$ cat config.mk
export PLATFORM = sky130hd
export DESIGN_NAME = pfa_entry_unit
export DESIGN_NICKNAME = d
export VERILOG_FILES = /design/src/rtl/page_frame_allocator_macros.svh /design/src/rtl/pfa_pkg.sv /design/src/rtl/pfa_entry_unit.sv
export SDC_FILE = /design/constraint.sdc
export NUM_CORES = 1
export LEC_CHECK = 0
export BUFFER_PORTS_ARGS = -buffer_cell sky130_fd_sc_hd__buf_2
export CAP_MARGIN = 5
export CORE_MARGIN = 8
export CORE_UTILIZATION = 45
export DETAILED_ROUTE_END_ITERATION = 12
export PLACE_DENSITY = 0.88
export SETUP_SLACK_MARGIN = 0.02
export SKIP_LAST_GASP = 1
export SLEW_MARGIN = 10
export SYNTH_ARGS = -nofsm -noshare
export SYNTH_HDL_FRONTEND = slang
export SYNTH_SLANG_ARGS = --single-unit
$ cat constraint.sdc
create_clock -name vclk -period 2.1
set_clock_uncertainty 0.2 [all_clocks]
set_input_delay 0.105 -clock vclk [all_inputs]
set_output_delay 0.105 -clock vclk [all_outputs]
set_load 0.01 [all_outputs]
$ cat src/rtl/page_frame_allocator_macros.svh
// Assertion macros shared by the page frame allocator RTL.
`ifndef PAGE_FRAME_ALLOCATOR_MACROS_SVH
`define PAGE_FRAME_ALLOCATOR_MACROS_SVH

// same-cycle implication, disabled during reset
`define PFA_ASSERT_SAME(name, clk, rstn, ante, cons, msg) \
    name: assert property (@(posedge clk) disable iff (!(rstn)) (ante) |-> (cons)) \
        else $error(msg);

// next-cycle implication, disabled during reset
`define PFA_ASSERT_NEXT(name, clk, rstn, ante, cons, msg) \
    name: assert property (@(posedge clk) disable iff (!(rstn)) (ante) |=> (cons)) \
        else $error(msg);

`endif

$ cat src/rtl/pfa_pkg.sv
// Package: constants, codes and types of the page frame allocator.
`default_nettype none
package pfa_pkg;

    localparam int NUM_PAGES  = 512;
    localparam int NUM_PROCS  = 16;
    localparam int PAGE_BYTES = 4096;

    localparam int PAGE_W   = $clog2(NUM_PAGES);
    localparam int OFFSET_W = $clog2(PAGE_BYTES);
    localparam int OWNER_W  = 5;
    localparam int COUNT_W  = 7;
    localparam int SUCC_W   = 4;
    localparam int ADDR_W   = 22;
    localparam int ADDR_LIMIT = NUM_PAGES * PAGE_BYTES;

    localparam logic [PAGE_W-1:0]  PAGE_LAST = PAGE_W'(NUM_PAGES - 1);
    localparam logic [COUNT_W-1:0] COUNT_MAX = {COUNT_W{1'b1}};
    localparam logic signed [OWNER_W-1:0] PO_FREE = '0;

    typedef enum logic [2:0] {
        OP_ALLOC_ANY = 3'd0,
        OP_ALLOC_AT  = 3'd1,
        OP_ADD_REF   = 3'd2,
        OP_RELEASE   = 3'd3,
        OP_READ      = 3'd4
    } op_t;

    typedef enum logic [1:0] {
        STAT_OK      = 2'd0,
        STAT_NOFREE  = 2'd1,
        STAT_BADADDR = 2'd2,
        STAT_USED    = 2'd3
    } status_t;

    typedef enum logic [2:0] {
        ST_CLEAR,
        ST_IDLE,
        ST_PREP,
        ST_SCAN,
        ST_LOOK,
        ST_RESP
    } state_t;

    typedef struct packed {
        logic signed [OWNER_W-1:0] owner;
        logic [COUNT_W-1:0]        count;
    } entry_t;

    typedef struct packed {
        logic   hit;
        logic   wr;
        entry_t entry;
    } upd_t;

endpackage
`default_nettype wire

$ cat src/rtl/pfa_entry_unit.sv
// Shared entry unit: match test and updated entry for every operation.
`default_nettype none
module pfa_entry_unit (
    input  wire pfa_pkg::op_t                  op,
    input  wire logic signed [pfa_pkg::OWNER_W-1:0] who,
    input  wire logic [pfa_pkg::SUCC_W-1:0]    succ,
    input  wire pfa_pkg::entry_t               cur,
    output pfa_pkg::upd_t                      upd
);
    import pfa_pkg::*;

    logic frees;

    assign frees = (succ == '0) || (int'(succ) >= NUM_PROCS);

    always_comb begin
        upd.hit   = 1'b0;
        upd.wr    = 1'b0;
        upd.entry = cur;
        unique case (op)
            OP_ALLOC_ANY: begin
                upd.hit = (cur.owner == PO_FREE) && (cur.count == '0);
                upd.wr  = upd.hit;
                if (upd.hit) begin
                    upd.entry.owner = who;
                    upd.entry.count = COUNT_W'(1);
                end
            end
            OP_ALLOC_AT: begin
                upd.hit = (cur.count == '0);
                upd.wr  = upd.hit;
                if (upd.hit) begin
                    upd.entry.owner = who;
                    upd.entry.count = COUNT_W'(1);
                end
            end
            OP_ADD_REF: begin
                upd.hit = 1'b1;
                upd.wr  = (cur.count != COUNT_MAX);
                if (cur.count != COUNT_MAX) begin
                    upd.entry.count = cur.count + COUNT_W'(1);
                end
            end
            OP_RELEASE: begin
                upd.hit = (cur.owner == who);
                upd.wr  = upd.hit;
                if (cur.count > COUNT_W'(1) && !frees) begin
                    upd.entry.owner = signed'({1'b0, succ});
                    upd.entry.count = cur.count - COUNT_W'(1);
                end else begin
                    upd.entry.owner = PO_FREE;
                    upd.entry.count = '0;
                end
            end
            OP_READ: begin
                upd.hit = 1'b1;
            end
            default: begin
                upd.hit = 1'b0;
            end
        endcase
    end

endmodule
`default_nettype wire

---- Yosys cells after proc, flatten, opt, wreduce, memory -nomap -nowiden ----
Index checks and enable logic that the tools add are counted.
storage, ports and cells
  bits in registers ....................... 0
  input port bits ......................... 24
cells by class
  $add $sub $neg .......................... 2
  order comparisons ....................... 1
  equality and inequality tests ........... 6
  multiplexer cells ....................... 8
  reductions and logical operators ........ 8
operators with widths
  kind                 number
  $pmux 7 s4           1
  $mux 12              2
  $pmux 5 s3           1
  $mux 11              1
  $pmux 1 s4           2
  $add 7x1->7 const B  1
  $gt 7x1->1 const B   1
  $logic_not 7->1      1
  $mux 7               1
  $ne 7x7->1 const B   1
  $sub 7x1->7 const B  1
  $eq 3x2->1 const B   2
  $eq 5x5->1           1
  $logic_not 5->1      1
  $logic_not 4->1      1
  $eq 3x1->1 const B   1
  $eq 3x3->1 const B   1
  $logic_not 3->1      1
  $logic_and 1x1->1    2
  $reduce_or 2->1      1
  $logic_not 1->1      1

---- Logic depth before layout (Yosys ltp) ----
  word-level depth ........................ 5
  gate-level depth with buffers ........... 8
  mapped depth without buffers ............ 7

---- Worst setup path after synthesis ----
Ideal clock, no wire load.
  path type ............................... input-to-output
  from .................................... in cur[5] in the netlist's numbering
  to ...................................... out upd[2] in the netlist's numbering
  data arrival time ....................... 1,696 ps
  path slack .............................. 99 ps
  stages on the path ...................... 6
  buffers on the path ..................... 1
  cell sequence ........................... buf_6 > or4_4 > nor4b_4 > a31oi_2 > or3b_1 > a2bb2oi_1
RTL lines
  what                line                 RTL
  start: declaration  pfa_entry_unit.sv:7  input wire pfa_pkg::entry_t cur,
  end: declaration    pfa_entry_unit.sv:8  output pfa_pkg::upd_t upd

==> results_dict.tcl <==
set metrics [dict create \
    outcome "complete, but fails checks" \
    failing_checks "setup timing" \
    comb_power_share_pct 100.0 \
    netlist_instances 104 \
    timing_max_transition_violations_final 0 \
    worstSetupEndpointType "output pin" \
    crit_path_cell_trace "buf_6, or4_4, nor4b_4, a31oi_2, or3b_1, a2bb2oi_1, buf_2" \
    synth.yosys.seq_area_share_pct 0 \
    grt_max_degree 13 \
    power_leakage_nw 0.5107 \
    layout.nets 179 \
    post-place-cells 164 \
    critical-path-max-stage-delay_ns 0.57 \
    net-switching-power_mw 0.1023 \
    hold_start "who[3]" \
    min_period_over_period_pct 101.9 \
    detail-route-antenna-nets 0 \
    tns_ns -0.08633 \
    crit_path_start_kind "input port" \
    port_buffers 38 \
    cellInternalPower_mw 0.09002 \
    number_of_global_route_vias_before_repair 1044 \
    die_w_um 55.88 \
    ys_warn_count 0 \
    rows 14 \
    critPathMaxFanout 3 \
    finalSetupViolCount 4 \
    drt_pre_antenna_iters 4 \
    critical_path_arrival_ns 1.83 \
    fin_total_pwr_mw 0.1924 \
    viasPerCell 6.170 \
    total_gr_overflow 0 \
    vias 1018 \
    part_of_the_total_power_dissipated_in_the_clock_network_pct 0 \
    critPathRequiredTime_ns 1.79 \
    powerDensity_nw_per_um2 181.1 \
    netlist_top_cells_area "a21o_1, xor2_1, ha_1, a22o_1, nor2_1" \
    boundaryPins 38 \
    sw_frac_of_total_pct 53.20 \
    tightest_slew_ns 0.4195 \
    synth_cell_type_count 42 \
    hold_slack_ns 0.3272 \
    path_class "in2out" \
    sequential_cell_total 0 \
    num-clock-buffers 0 \
    final_layout_size_suffix_gt1_share_pct 44.97 \
    syn_nets 132 \
    die_area_um2 3123 \
    rsz0062_at_grt "true" \
    initial_cell_density_of_the_core_pct 47.51 \
    fmax_mhz 467.4 \
    core_box_area_um2 1506 \
    number_of_buffers_inserted_for_hold_repair_after_clock_tree_synthesis 0 \
    grt_first_pass_wirelength_um 4629 \
    areaGrowthSynthToFinish_pct 48.43 \
    route.detailed.drc 0 \
    netlist_top_cells_count "nor2_1, a21o_1, nand2_1, o21ai_0, xor2_1" \
    synth_top_cell_area_share_pct 7.343 \
    final_critical_path_setup_slack_ns -0.03956 \
    netlist.top_cell.by_area "a21o_1" \
    place.detailed.hpwl_um 2215 \
    grt.total_usage_pct 16.34 \
    ir_worst_vdd_mv 0.1119 \
    finish.cell_count_without_fillers 165 \
    drt-total-wl_um 2759 \
    dr.first_iter.drc_count 25 \
    synthesis.area_per_instance_um2 6.882 \
    place.gp.congestion 0.9320 \
    timing_hold_violations_final 0 \
    wire_per_inst_um 16.72 \
    holdPathStages 3 \
    seq_power_share_pct 0 \
    floorplan.die.height_um 55.88 \
    area.sequential_um2 0 \
    cp_slowest_cell "or4_4" \
    synth_most_common_cell "nor2_1" \
    timing.hold.worst_endpoint "upd[10]" \
    max_cap_viol_count 0 \
    min_period_ns 2.140 \
    maxSlewHeadroom_pct 71.78 \
    antennaDiodeCount 0 \
    worst_hold_path_type "in2out" \
    syn_area_um2 715.7 \
    grt_antenna_before_repair 0 \
]
[critical path, delay by kind of cell]
| kind | cells | cell delay [ns] |
|---|---|---|
| AOI/OAI and AO/OA | 2 | 0.26 |
| buffers and inverters | 2 | 0.23 |
| and+or+nand+nor | 3 | 1.24 |
[area by class of cell]
| cell class | instances | area (µm²) |
|---|---|---|
| multi-input combinational | 95 | 718.2 |
| inverter | 3 | 11.26 |
| timing repair buffer | 51 | 312.8 |
| tap | 16 | 20.02 |
| fill | 130 | 444.2 |
[through the flow]
step / utilization (%) / cell area, µm² / worst slack [ns]
floorplan: - / 715.7 / 0.09939
global placement: 65.20 / 982.2 / -0.04175
global route: 70.52 / 1062 / -0.09492
CTS: 68.19 / 1027 / -0.07250
detailed placement: 65.20 / 982.2 / -0.07924
finish: 70.52 / 1062 / -0.03956
[worst max-delay path by stage]
stage	from	to	slack, ns	cells past startpoint
global placement	cur[2]	upd[2]	-0.04	7
global route	cur[4]	upd[2]	-0.09	7
detailed placement	cur[2]	upd[2]	-0.08	7
floorplan	cur[5]	upd[2]	0.1	6
CTS	cur[4]	upd[2]	-0.07	7
finish	cur[4]	upd[2]	-0.04	7
[cell usage in the layout (no fill, tap or decap), drive strengths merged, types with 3 or more instances in the layout]
cell and count:
xor2 6, a31oi 3, nand3 5, buf 50, nor2 10, inv 3, a21o 7, or4 3
o21ai 7, o221ai 4, nand2 7, ha 4, a22o 5, a21oi 3
[metal layers]
layer,routed length (µm),GRT usage [%],vias up
met5,0,0,-
met4,58,4.467,0
met3,144,2.740,6
met2,1421,28.69,46
met1,1135,19.69,473
li1,-,-,493
[timing repair]
action	4_1_cts	5_1_grt
endpoints found under the setup margin	9	13
setup buffers	1	1
pin swaps	11	4
gates resized for setup	9	9
[kinds of logic after synthesis]
| group | Yosys count | share of synthesized area (%) |
|---|---|---|
| AOI/OAI and AO/OA | 39 | 41.61 |
| xor gates and xnor gates | 6 | 7.343 |
| buffers and inverters | 9 | 6.293 |
| adders and majority gates | 4 | 6.993 |
| and+or+nand+nor | 46 | 37.76 |
[power by group through the flow]
stage | Sequential, mW | Combinational [mW] | Clock [mW]
2_1_floorplan | 0 | 0.0929 | 0
3_3_place_gp | 0 | 0.169 | 0
3_5_place_dp | 0 | 0.174 | 0
4_1_cts | 0 | 0.183 | 0
5_1_grt | 0 | 0.208 | 0
6_report | 0 | 0.192 | 0
Note: power is estimated with default switching activity, not from simulation.
